==> config.mk <==
export PLATFORM = sky130hd
export DESIGN_NAME = rrgl_ctrl
export DESIGN_NICKNAME = d
export VERILOG_FILES = /design/src/rtl/rrgl_pkg.sv /design/src/rtl/rrgl_ctrl.sv
export SDC_FILE = /design/constraint.sdc
export NUM_CORES = 1
export LEC_CHECK = 0
export ABC_AREA = 1
export BUFFER_PORTS_ARGS = -buffer_cell sky130_fd_sc_hd__buf_2
export CAP_MARGIN = 10
export CORE_ASPECT_RATIO = 1.2
export CORE_MARGIN = 5
export CORE_UTILIZATION = 35
export CTS_BUF_LIST = sky130_fd_sc_hd__clkbuf_4
export DETAILED_ROUTE_END_ITERATION = 8
export GPL_TIMING_DRIVEN = 0
export PLACE_DENSITY = 0.56
export SLEW_MARGIN = 20
export SYNTH_ARGS = -nofsm -noshare
export SYNTH_HDL_FRONTEND = slang
export SYNTH_SLANG_ARGS = --single-unit
==> constraint.sdc <==
create_clock -name clk -period 3.9 [get_ports clk]
set_input_delay 0.78 -clock clk [delete_from_list [all_inputs] [get_ports clk]]
set_output_delay 0.78 -clock clk [all_outputs]
set_load 0.02 [all_outputs]
==> src/rtl/rrgl_pkg.sv <==
// ----------------------------------------------------------------------------
// rrgl_pkg
// Shared widths, codes and controller/datapath bundles of the region labeller.
// ----------------------------------------------------------------------------
package rrgl_pkg;

	localparam int DEF_MAX_ROWS = 64;
	localparam int DEF_MAX_COLS = 64;

	localparam int OP_W    = 2;
	localparam int ROW_W   = 6;
	localparam int COL_W   = 6;
	localparam int RATIO_W = 16;
	localparam int LABEL_W = 13;
	localparam int DIM_W   = 7;
	localparam int THR_W   = 16;
	localparam int MIN_W   = 13;
	localparam int APB_AW  = 4;
	localparam int APB_DW  = 32;
	localparam int PIX_W   = 1 + 3 * RATIO_W;

	localparam logic [LABEL_W-1:0] SAT13 = '1;

	localparam logic [DIM_W-1:0]   RST_ROWS = 7'd64;
	localparam logic [DIM_W-1:0]   RST_COLS = 7'd64;
	localparam logic [THR_W-1:0]   RST_THR  = 16'd256;
	localparam logic [MIN_W-1:0]   RST_MIN  = 13'd0;

	typedef enum logic [OP_W-1:0] {
		OP_LOAD = 2'd0,
		OP_RUN  = 2'd1,
		OP_READ = 2'd2,
		OP_NONE = 2'd3
	} op_t;

	typedef enum logic [1:0] {
		DIR_DOWN  = 2'd0,
		DIR_RIGHT = 2'd1,
		DIR_UP    = 2'd2,
		DIR_LEFT  = 2'd3
	} dir_t;

	typedef enum logic [1:0] {
		REG_ROWS = 2'd0,
		REG_COLS = 2'd1,
		REG_THR  = 2'd2,
		REG_MIN  = 2'd3
	} reg_idx_t;

	typedef struct packed {
		logic acc;
		logic load;
		logic read;
		logic run_start;
		logic clr_step;
		logic scan_rd;
		logic scan_adv;
		logic seed;
		logic nb_rd;
		logic grow;
		logic dir_next;
		logic pop;
		logic pop_ld;
		logic fin;
		logic sweep;
	} ctrl_cmd_t;

	typedef struct packed {
		logic clr_last;
		logic scan_seed;
		logic scan_last;
		logic nb_ok;
		logic join_ok;
		logic dir_last;
		logic sp_one;
		logic sweep_done;
	} dp_stat_t;

	function automatic logic [RATIO_W-1:0] abs_diff(input logic [RATIO_W-1:0] a,
		input logic [RATIO_W-1:0] b);
		return (a > b) ? (a - b) : (b - a);
	endfunction

endpackage

==> src/rtl/rrgl_ctrl.sv <==
// ----------------------------------------------------------------------------
// rrgl_ctrl
// Sequencer for beat handling, label clear, raster scan, flood search and sweep.
// ----------------------------------------------------------------------------
module rrgl_ctrl (
	input  logic                      clk,
	input  logic                      arst_n,
	input  logic                      in_valid,
	input  logic [rrgl_pkg::OP_W-1:0] in_op,
	output logic                      in_ready,
	output logic                      out_valid,
	input  logic                      out_ready,
	input  rrgl_pkg::dp_stat_t        stat,
	output rrgl_pkg::ctrl_cmd_t       cmd
);

	typedef enum logic [9:0] {
		S_IDLE     = 10'b00_0000_0001,
		S_CLEAR    = 10'b00_0000_0010,
		S_SCAN_RD  = 10'b00_0000_0100,
		S_SCAN_CHK = 10'b00_0000_1000,
		S_NB_RD    = 10'b00_0001_0000,
		S_NB_CHK   = 10'b00_0010_0000,
		S_POP      = 10'b00_0100_0000,
		S_POP_LD   = 10'b00_1000_0000,
		S_FIN      = 10'b01_0000_0000,
		S_SWEEP    = 10'b10_0000_0000
	} state_t;

	state_t state_q, state_d;
	logic   out_valid_q;
	logic   done_q;
	logic   in_acc;

	assign in_ready  = (state_q == S_IDLE) && !done_q && (!out_valid_q || out_ready);
	assign in_acc    = in_valid && in_ready;
	assign out_valid = out_valid_q;

	always_comb begin
		cmd     = '0;
		state_d = state_q;
		unique case (state_q)
			S_IDLE: begin
				if (in_acc) begin
					cmd.acc = 1'b1;
					unique case (in_op)
						rrgl_pkg::OP_LOAD: cmd.load = 1'b1;
						rrgl_pkg::OP_READ: cmd.read = 1'b1;
						rrgl_pkg::OP_RUN: begin
							cmd.run_start = 1'b1;
							state_d       = S_CLEAR;
						end
						default: ;
					endcase
				end
			end
			S_CLEAR: begin
				cmd.clr_step = 1'b1;
				if (stat.clr_last) state_d = S_SCAN_RD;
			end
			S_SCAN_RD: begin
				cmd.scan_rd = 1'b1;
				state_d     = S_SCAN_CHK;
			end
			S_SCAN_CHK: begin
				if (stat.scan_seed) begin
					cmd.seed = 1'b1;
					state_d  = S_NB_RD;
				end else begin
					cmd.scan_adv = 1'b1;
					state_d      = stat.scan_last ? S_IDLE : S_SCAN_RD;
				end
			end
			S_NB_RD: begin
				if (stat.nb_ok) begin
					cmd.nb_rd = 1'b1;
					state_d   = S_NB_CHK;
				end else if (stat.dir_last) begin
					state_d = stat.sp_one ? S_FIN : S_POP;
				end else begin
					cmd.dir_next = 1'b1;
				end
			end
			S_NB_CHK: begin
				if (stat.join_ok) begin
					cmd.grow = 1'b1;
					state_d  = S_NB_RD;
				end else if (stat.dir_last) begin
					state_d = stat.sp_one ? S_FIN : S_POP;
				end else begin
					cmd.dir_next = 1'b1;
					state_d      = S_NB_RD;
				end
			end
			S_POP: begin
				cmd.pop = 1'b1;
				state_d = S_POP_LD;
			end
			S_POP_LD: begin
				cmd.pop_ld = 1'b1;
				state_d    = S_NB_RD;
			end
			S_FIN: begin
				cmd.fin = 1'b1;
				state_d = S_SWEEP;
			end
			S_SWEEP: begin
				cmd.sweep = 1'b1;
				if (stat.sweep_done) begin
					cmd.scan_adv = 1'b1;
					state_d      = stat.scan_last ? S_IDLE : S_SCAN_RD;
				end
			end
			default: state_d = S_IDLE;
		endcase
	end

	always_ff @(posedge clk or negedge arst_n) begin
		if (!arst_n) begin
			state_q     <= S_IDLE;
			out_valid_q <= 1'b0;
			done_q      <= 1'b0;
		end else begin
			state_q <= state_d;
			done_q  <= (cmd.scan_adv && stat.scan_last);
			if (in_acc && (in_op != rrgl_pkg::OP_RUN)) begin
				out_valid_q <= 1'b1;
			end else if (done_q) begin
				out_valid_q <= 1'b1;
			end else if (out_ready) begin
				out_valid_q <= 1'b0;
			end
		end
	end

`ifndef NO_ASSERTIONS
	a_run_enters_clear: assert property (@(posedge clk) disable iff (!arst_n)
		(in_acc && (in_op == rrgl_pkg::OP_RUN)) |=> (state_q == S_CLEAR))
		else $error("run beat did not start the clear pass");
	a_no_result_mid_run: assert property (@(posedge clk) disable iff (!arst_n)
		(state_q != S_IDLE) |-> !out_valid_q)
		else $error("result beat shown while a run is in progress");
`endif

endmodule

## Word-level counts from Yosys, hierarchy flattened

Index checks and enable logic that the tools add are counted.

| word-level totals | value |
|---|---|
| register bits after elaboration | 12 |
| input bits | 14 |
| output and inout port bits | 17 |
| logic and storage cells | 71 |

| operators by class | value |
|---|---|
| equality and inequality tests | 18 |
| mux-type cells | 39 |
| reductions and logical operators | 11 |

Operator list:

| kind | number |
|---|---|
| $pmux W10 S10 | 1 |
| $mux W10 | 7 |
| $mux W1 | 23 |
| $mux W9 | 2 |
| $eq A10 B1 Y1 const B | 1 |
| $eq A10 B10 Y1 const B | 1 |
| $eq A10 B2 Y1 const B | 1 |
| $eq A10 B3 Y1 const B | 1 |
| $eq A10 B4 Y1 const B | 1 |
| $eq A10 B5 Y1 const B | 1 |
| $eq A10 B6 Y1 const B | 1 |
| $eq A10 B7 Y1 const B | 1 |
| $eq A10 B8 Y1 const B | 1 |
| $eq A10 B9 Y1 const B | 1 |
| $mux W4 | 2 |
| $ne A2 B2 Y1 const B | 3 |
| $logic_and A1 B1 Y1 | 5 |
| $mux W5 | 1 |
| $reduce_and A5 Y1 | 1 |
| $ne A2 B1 Y1 const B | 2 |
| $pmux W1 S2 | 2 |
| $mux W3 | 1 |
| $ne A3 B3 Y1 const B | 1 |
| $reduce_bool A3 Y1 | 1 |
| other kinds (5) | 6 |

## Longest topological paths before layout

Gate-level depths: netlist of the first run.

| depth | value |
|---|---|
| depth in word-level cells | 6 |
| gate-level depth with buffers | 11 |
| mapped depth without buffers | 11 |

## Worst setup path before layout of the first run

No wires, ideal clock.

| timing path | value |
|---|---|
| path type | in2out |
| start point | input port out_ready |
| end point | output port cmd[12] in the netlist's numbering |
| data arrival time | 1.693 ns |
| required time | 3.120 ns |
| setup slack | 1.427 ns |
| stages | 8 |
| buffers on the path | 0 |
| path through | inv_1 -> nand2_1 -> nand2_1 -> nor2_4 -> nand2_2 -> clkinv_2 -> nand2_1 -> nor2_1 |

RTL lines:

| item | RTL line | RTL |
|---|---|---|
| start: declaration | rrgl_ctrl.sv:12 | `input logic out_ready,` |
| end: declaration | rrgl_ctrl.sv:14 | `output rrgl_pkg::ctrl_cmd_t cmd` |

==> impl_metrics.tcl, run 1 <==
set metrics [dict create \
    max-vdd-ir-drop_mv 0.326 \
    clk_pin_slew_ps 80 \
    combPwrFrac_pct 51.4 \
    antenna_left 0 \
    muxShareOfSynthArea_pct 0 \
    synth_commonest_cells "inv_1 (34), nand2_1 (33), nor2_1 (29)" \
    cap_viol_max_count 0 \
    grt_pass1_wl_um 3750 \
    finalSetupViolCount 0 \
    core_area_um2 2530 \
    synth.area.top_cells "dfrtp_1 (30%), inv_1 (14%), nand2_1 (13%), nor2_1 (12%), nor2_2 (4.1%)" \
    ys_async_sr_fraction_pct 100 \
    p_leak_nw 0.759 \
    switching_power_mw 0.219 \
    wirelength_um 2200 \
    grt_pass1_vias 914 \
    rows 20 \
    fill_cells 287 \
    place_area_um2 1120 \
    port_buffers 30 \
    gp_congestion 0.758 \
    die_w_um 56.9 \
    cts_setup_buffers 0 \
    clk_latency_ps 270 \
    wl_per_cell_um 10.2 \
    yosysWarnings 0 \
    worstSetupStartpoint "state_q[0]" \
    cts_tree "done" \
    rsz0062_at_grt "no" \
    vias 950 \
    area_growth_syn_to_layout_pct 23.5 \
    ctsResizeCount 0 \
    hpwlAfterDp_um 1910 \
    n_antenna_cell 0 \
    p_total_mw 0.484 \
    cp-end-kind "output port" \
    synth.distinct_cells 21 \
    layout.nets 198 \
    die_h_um 66.3 \
    arrival_ps 1740 \
    status "completed" \
    setup_tns_ps 0 \
    cts_root_buffer "clkbuf_4" \
    placedCellCount 212 \
    fin_crit_ps 2520 \
    routed_via_density 4.40 \
    clock-sinks 12 \
    sw_frac_of_total_pct 45.2 \
    yosys.area_share.simple_pct 46.0 \
    ctsHtreeMaxLevel 1 \
    synthAdderAreaFrac_pct 0 \
    maxSlewViolCount 0 \
    drive_gt1_share_pct 29.5 \
    drtIter0Drc 20 \
    clk_path_buf_depth 2 \
    syn-cell-area_um2 925 \
    start_util_pct 36.6 \
    synth_edf_count 0 \
    synth_top_family_by_area "simple AND/OR/NAND/NOR gates" \
    drc 0 \
    fin_area_um2 1140 \
    cp.required_ps 3120 \
    powerDensity_nw_per_um2 423 \
    synth_top_area_share_pct 29.8 \
    fmax_ghz 0.397 \
    r2r-start "state_q[0]" \
    grt_max_degree 13 \
    synth_seq_cells 12 \
    synthFlopType "dfrtp_1" \
    whs_ps 368 \
    synth_compound_area_share_pct 5.28 \
    layout.cells.non_filler 216 \
    die-area_um2 3770 \
    internal_power_mw 0.265 \
    tightest_slew_ps 279 \
    hold_viol 0 \
    clock_skew_ps 1.86 \
    cts_hold_buf 0 \
    synth_nets 163 \
    grt_antenna_before_repair 0 \
    ys_seq_area_share_pct 32.6 \
    cp_max_fo 3 \
    startpoint_type "register" \
    drt_pass1_iterations 4 \
    critPathKind "register to output port" \
    power.share.clock_pct 16.7 \
    sequentialPowerShare_pct 31.9 \
    ioPinCount 31 \
    syn_inst 149 \
    synth.most_common_cell "inv_1" \
    fin_crit_sh_pct 64.5 \
    avgSynthCellArea_um2 6.21 \
    grtUsageTotal_pct 12.7 \
    synth-xor-area-share_pct 0 \
    slew_headroom_pct 81.2 \
    numCtsBuffers 3 \
    hp-class "input pin to asynchronous set/reset pin" \
    yosys.area.top_type "dfrtp_1" \
    grt.overflow.total 0 \
]
worst max-delay path, stage by stage, from the launching register on:
cell and delay, ps:
dfstp_2 550, inv_1 60, nor2_1 200, nand3_4 120, nor2_4 100, nand2_2 70
clkinv_2 60, nand2_1 60, nor2_1 80, buf_2 160
flip-flops by register name, summed over array words and instances, names as in the netlist:
name and flops:
done_q 1, out_valid 1, state_q 10
metrics by stage:
stage	setup slack, ps	utilization, %
CTS	1350	45.2
global route	1190	45.2
floorplan	1430	-
finish	1380	45.2
detailed placement	1520	44.2
global placement	1520	44.2
layer usage:
metal	part of all wire, %	vias to the layer above	wire length [um]	global-route usage, %
met5	0	-	0	0
met4	0.59	0	13	2.61
met3	8.9	2	195	5.47
met2	45	31	996	21.0
met1	45	404	991	15.2
li1	-	513	-	-
placed cells by master, fill, tap and decap left out, drive strengths merged:
| cell | synthesis | routed |
|---|---|---|
| a21oi | 4 | 4 |
| a41oi | 1 | 1 |
| buf | 0 | 30 |
| clkbuf | 0 | 3 |
| clkinv | 2 | 3 |
| dfrtp | 11 | 11 |
| dfstp | 1 | 1 |
| inv | 37 | 37 |
| nand2 | 38 | 38 |
| nand3 | 8 | 8 |
| nand3b | 1 | 1 |
| nand4 | 5 | 5 |
| nor2 | 37 | 37 |
| nor3 | 1 | 1 |
| o21ai | 1 | 1 |
| o21bai | 1 | 1 |
| o31ai | 1 | 1 |
power by group through the flow:
stage | clock network [mW] | registers [mW] | logic (mW)
finish | 0.0807 | 0.154 | 0.249
global route | 0.0904 | 0.156 | 0.282
CTS | 0.0847 | 0.154 | 0.254
detailed placement | 0 | 0.156 | 0.253
global placement | 0 | 0.155 | 0.253
floorplan | 0 | 0.160 | 0.186
kinds of logic (layout without fill, tap and decap cells):
logic type / after synthesis / count (layout)
AOI/OAI and AO/OA: 8 / 8
and+or+nand+nor: 90 / 90
DFF: 12 / 12
buffers and inverters: 39 / 73
area by class of cell:
| cell class | count | area [um2] | share of cell area, % |
|---|---|---|---|
| well taps | 33 | 41.3 | 3.61 |
| inverters | 39 | 149 | 13.0 |
| clock inverters | 1 | 3.75 | 0.329 |
| clock buffers | 3 | 22.5 | 1.97 |
| repair buffers | 30 | 150 | 13.1 |
| flip-flops and latches | 12 | 302 | 26.4 |
| multi-input cells | 98 | 474 | 41.5 |
worst paths after layout:
check / to / slack (ps) / cells past startpoint
setup / recovery: cmd[12] / 1380 / 9
setup reg to reg: state_q[2] / 2410 / 10
hold / removal: state_q[3] / 370 / 1
min in group clk: state_q[1] / 570 / 2
max in group asynchronous: state_q[0] / 3260 / 1
hold reg to reg: state_q[1] / 570 / 2
Power figures use the tool's default switching activity.
==> run 2: changes to the inputs <==
ABC_AREA = 0   (was 1)
clock period = 2.6 ns   (was 3.9 ns; I/O delays follow)
==> impl_metrics.tcl, run 2 <==
set metrics [dict create \
    status "completed" \
    cp_max_fo 8 \
    reg2reg_to "state_q[0]" \
    hp-class "input pin to asynchronous set/reset pin" \
    vias 930 \
    synth.area.top_cells "dfrtp_1 (30%), nor4_4 (4.7%), nor3_1 (4.4%), nor2_1 (3.7%), a21oi_1 (3.3%)" \
    die_h_um 65.7 \
    clk_path_buf_depth 2 \
    cts_root_buffer "clkbuf_4" \
    powerDensity_nw_per_um2 614 \
    grt_util_met1_pct 17.0 \
    yosysWarnings 0 \
    drc 0 \
    clock-sinks 12 \
    rr_worst_depth 8 \
    routed_via_density 5.20 \
    die_w_um 56.4 \
    startpoint_type "register" \
    busiest_layer "met2" \
    cts_hold_buf 0 \
    p_leak_nw 0.664 \
    ctsHtreeMaxLevel 1 \
    port_buffers 30 \
    use_met3_pct 3.54 \
    grt_antenna_before_repair 0 \
    die-area_um2 3710 \
    synth_edf_count 0 \
    whs_ps 97.6 \
    synth_nets 115 \
    top_register "state_q" \
    drive_gt1_share_pct 45.9 \
    cts_tree "done" \
    clock_skew_ps 3.65 \
    slowest_delay_ps 360 \
    antenna_left 0 \
    multi_input_area_um2 573 \
    worst_path_max_delay_cell "dfrtp_1" \
    tightest_slew_ps 440 \
    grt_max_degree 13 \
    synth_top_area_share_pct 30.4 \
    synth.most_common_cell "dfrtp_1" \
    wirelength_um 2430 \
    cp.required_ps 2080 \
    gp_congestion 0.808 \
    synth.distinct_cells 42 \
    critPathMostFrequentCell "buf_4" \
    setup_tns_ps 0 \
    arrival_ps 1990 \
    crit_family "simple AND/OR/NAND/NOR gates" \
    cap_viol_max_count 0 \
    ys_async_sr_fraction_pct 100 \
    crit_buf_inv 4 \
    synth_seq_cells 12 \
    place_area_um2 1100 \
    area_growth_syn_to_layout_pct 36.7 \
    crit_path_end "cmd[5]" \
    rsz0062_at_grt "no" \
    mostFrequentLayoutCells "buf_2 (30), buf_4 (15), dfrtp_1 (11)" \
    max-vdd-ir-drop_mv 0.394 \
    drt_pass1_iterations 4 \
    grt.overflow.total 0 \
    clk_pin_slew_ps 80 \
    worstPathCellList "buf_4 > nor4_4 > buf_4 > buf_4 > and4b_1 > and2_4 > buf_4" \
    slew_headroom_pct 70.6 \
    start_util_pct 36.2 \
    grtUsageTotal_pct 13.5 \
    fill_cells 246 \
    fin_crit_ps 2510 \
    gr-usage-met2_pct 20.5 \
    grt_pass1_vias 864 \
    fin_crit_sh_pct 96.6 \
    ioPinCount 31 \
    avgSynthCellArea_um2 8.97 \
    syn_inst 101 \
    synth_commonest_cells "dfrtp_1 (11), nor2_1 (9), nor3_1 (8)" \
    n_antenna_cell 0 \
    final_common_cell "buf_2" \
    rows 20 \
    drtIter0Drc 20 \
    yosys.area.top_type "dfrtp_1" \
    worstSetupStartpoint "state_q[8]" \
    hold_viol 0 \
    fin_area_um2 1240 \
    wl_per_cell_um 13.6 \
    syn-cell-area_um2 906 \
    core_area_um2 2500 \
    ys_seq_area_share_pct 33.3 \
    finalSetupViolCount 0 \
    critPathKind "register to output port" \
    synthFlopType "dfrtp_1" \
    reg2reg_slack_ps 570 \
    largest_reg_flops 10 \
    r2r-start "state_q[8]" \
    fmax_ghz 0.398 \
    cp.depth 7 \
    layout.nets 161 \
    maxSlewViolCount 0 \
    cp-end-kind "output port" \
    numCtsBuffers 3 \
    grt_pass1_wl_um 3830 \
    hpwlAfterDp_um 1750 \
    clk_latency_ps 290 \
    final-seq-area_um2 302 \
]
run 2: changes by cell type after synthesis, sizes merged, moves of 6 or more:
cell   delta
inv      -31
nand3     -6
nor3      +8
nor4      +6
nand2    -31
nor2     -28
run 2: repair_timing:
| item | CTS | global route |
|---|---|---|
| resized for setup | 1 | 6 |
| setup endpoints to repair | 2 | 3 |
| setup buffers | 2 | 10 |
| pin swaps | 2 | 1 |
run 2: layer usage:
| metal | vias to the layer above | wire length, um |
|---|---|---|
| met2 | 29 | 1120 |
| met3 | 5 | 175 |
| met4 | 0 | 61 |
| li1 | 463 | - |
| met1 | 433 | 1070 |
| met5 | - | 0 |
run 2: cell families after synthesis:
group | share of synthesized area (%)
AOI/OAI and AO/OA | 17.7
and+or+nand+nor | 39.4
muxes | 1.66
DFF | 33.3
buffers and inverters | 6.08
xor gates and xnor gates | 1.93
run 2: area by class of cell:
class / instances / area share, %
Buffer: 4 / 2.32
Clock buffer: 3 / 1.82
Clock inverter: 1 / 0.303
Inverter: 6 / 1.82
Multi-Input combinational cell: 78 / 46.3
Sequential cell: 12 / 24.3
Tap cell: 33 / 3.33
Timing Repair Buffer: 42 / 19.8
run 2: worst min path at each step:
stage            from    endpoint  slack [ps]  depth (start not counted)
5_1_grt        arst_n  state_q[2]         120                          1
3_5_place_dp   arst_n   out_valid         420                          1
6_report       arst_n  state_q[2]         100                          1
3_3_place_gp   arst_n  state_q[2]         420                          1
2_1_floorplan  arst_n      done_q         220                          0
4_1_cts        arst_n   out_valid         110                          1
run 2: power breakdown:
part / leakage [nW] / switching [mW] / total, mW / internal (mW)
Sequential: 0.163 / 0.0246 / 0.239 / 0.214
Clock: 0.0154 / 0.0704 / 0.126 / 0.0559
Combinational: 0.486 / 0.208 / 0.395 / 0.187
run 2: stage by stage:
stage                     setup slack (ps)  instances  total power [mW]  utilization [%]
final                                 89.5        179             0.760             49.5
after CTS                             63.8        169             0.723             45.9
after detailed placement               308        164             0.587             44.1
after floorplan                       10.5        101             0.498                -
after global routing                  6.76        179             0.810             49.5
after global placement                 312        164             0.583             44.1
==> run 3: changes to the inputs <==
CTS_CLUSTER_DIAMETER = 100   (was unset)
MAX_ROUTING_LAYER = met4   (was unset)
==> impl_metrics.tcl, run 3 (synthesis gave the netlist of run 2 again) <==
set metrics [dict create \
    clk_latency_ps 290 \
    max-vdd-ir-drop_mv 0.394 \
    multi_input_area_um2 573 \
    grt_pass1_vias 865 \
    reg2reg_to "state_q[0]" \
    die-area_um2 3710 \
    powerDensity_nw_per_um2 614 \
    die_w_um 56.4 \
    status "completed" \
    port_buffers 30 \
    use_met3_pct 3.54 \
    reg2reg_slack_ps 570 \
    critPathMostFrequentCell "buf_4" \
    clock-sinks 12 \
    p_leak_nw 0.664 \
    fmax_ghz 0.399 \
    grt_antenna_before_repair 0 \
    routed_via_density 5.18 \
    ctsHtreeMaxLevel 1 \
    rr_worst_depth 8 \
    sequentialPowerShare_pct 31.4 \
    rsz0062_at_grt "no" \
    utilization_pct 49.5 \
    slew_headroom_pct 70.6 \
    setup_slack_ps 92.6 \
    combPwrFrac_pct 52.0 \
    antenna_left 0 \
    fin_crit_ps 2510 \
    clk_pin_slew_ps 80 \
    hold_viol 0 \
    grt_util_met1_pct 17.0 \
    vias 927 \
    gr-usage-met2_pct 20.5 \
    clk_path_buf_depth 2 \
    grt.overflow.total 0 \
    drtIter0Drc 22 \
    hp-class "input pin to asynchronous set/reset pin" \
    fin_crit_sh_pct 96.4 \
    final-seq-area_um2 302 \
    cts_tree "done" \
    switching_power_mw 0.303 \
    cap_viol_max_count 0 \
    final_common_cell "buf_2" \
    top_register "state_q" \
    die_h_um 65.7 \
    critPathKind "register to output port" \
    cts_root_buffer "clkbuf_4" \
    startpoint_type "register" \
    cts_hold_buf 0 \
    wl_per_cell_um 13.6 \
    worst_path_max_delay_cell "dfrtp_1" \
    area_growth_syn_to_layout_pct 36.7 \
    ioPinCount 31 \
    mostFrequentLayoutCells "buf_2 (30), buf_4 (15), dfrtp_1 (11)" \
    cp-end-kind "output port" \
    n_antenna_cell 0 \
    drive_gt1_share_pct 45.9 \
    tightest_slew_ps 440 \
    grt_pass1_wl_um 3820 \
    busiest_layer "met2" \
    post-place-ws_ps 308 \
    largest_reg_flops 10 \
    r2r-start "state_q[8]" \
    worstPathCellList "buf_4 > nor4_4 > buf_4 > buf_4 > and4b_1 > and2_4 > buf_4" \
    drt_pass1_iterations 4 \
    cp.required_ps 2080 \
    slowest_delay_ps 360 \
    finalSetupViolCount 0 \
    grtUsageTotal_pct 13.9 \
    start_util_pct 36.2 \
    gp_congestion 0.820 \
    layout.nets 161 \
    cp_max_fo 8 \
    sw_frac_of_total_pct 39.8 \
    clock_skew_ps 3.61 \
    grt_max_degree 13 \
    maxSlewViolCount 0 \
    setup_tns_ps 0 \
    fill_cells 246 \
    rows 20 \
    numCtsBuffers 3 \
    internal_power_mw 0.457 \
    power.share.clock_pct 16.6 \
    wirelength_um 2430 \
    arrival_ps 1990 \
    core_area_um2 2500 \
    drc 0 \
    hpwlAfterDp_um 1750 \
]
run 3: stage by stage:
| stage | cell area (um2) | power, mW | cells | hold WS [ps] |
|---|---|---|---|---|
| global placement | 1100 | 0.583 | 164 | 422 |
| floorplan | 911 | 0.498 | 101 | 224 |
| CTS | 1150 | 0.723 | 169 | 114 |
| global route | 1240 | 0.810 | 179 | 120 |
| finish | 1240 | 0.760 | 179 | 97.2 |
| detailed placement | 1100 | 0.587 | 164 | 425 |
run 3: what timing repair did:
action | in CTS | in global routing
pin swaps | 2 | 1
setup endpoints to repair | 2 | 3
buffers inserted | 2 | 10
resized for setup | 1 | 6
run 3: power groups by stage:
stage	Sequential, mW	Clock [mW]	Combinational [mW]
after global placement	0.243	0	0.340
after CTS	0.243	0.127	0.354
after floorplan	0.246	0	0.252
final	0.239	0.127	0.395
after global routing	0.243	0.137	0.429
after detailed placement	0.242	0	0.346
run 3: worst max path at each step:
| stage | from | to | slack, ps | cells after the start |
|---|---|---|---|---|
| finish | state_q[8] | cmd[5] | 90 | 7 |
| global route | state_q[0] | cmd[12] | 7 | 6 |
| CTS | state_q[0] | cmd[12] | 60 | 6 |
| detailed placement | state_q[0] | cmd[12] | 310 | 6 |
| global placement | state_q[0] | cmd[12] | 310 | 6 |
| floorplan | state_q[0] | cmd[13] | 10 | 5 |
run 3: cell type report:
cell class	instances	area share (%)
Inverter	6	1.82
Clock inverter	1	0.303
Tap cell	33	3.33
Timing Repair Buffer	42	19.8
Buffer	4	2.32
Multi-Input combinational cell	78	46.3
Clock buffer	3	1.82
Sequential cell	12	24.3
run 3: per-layer routing:
layer / up-vias / wire, um
li1: 462 / -
met1: 431 / 1070
met2: 29 / 1130
met3: 5 / 177
met4: 0 / 63
met5: - / 0
run 3: worst max-delay path, delay by kind of cell, from the launching register on:
family / cells / cell delay [ps]
buf+inv: 4 / 590
flops: 1 / 360
simple gates: 3 / 750
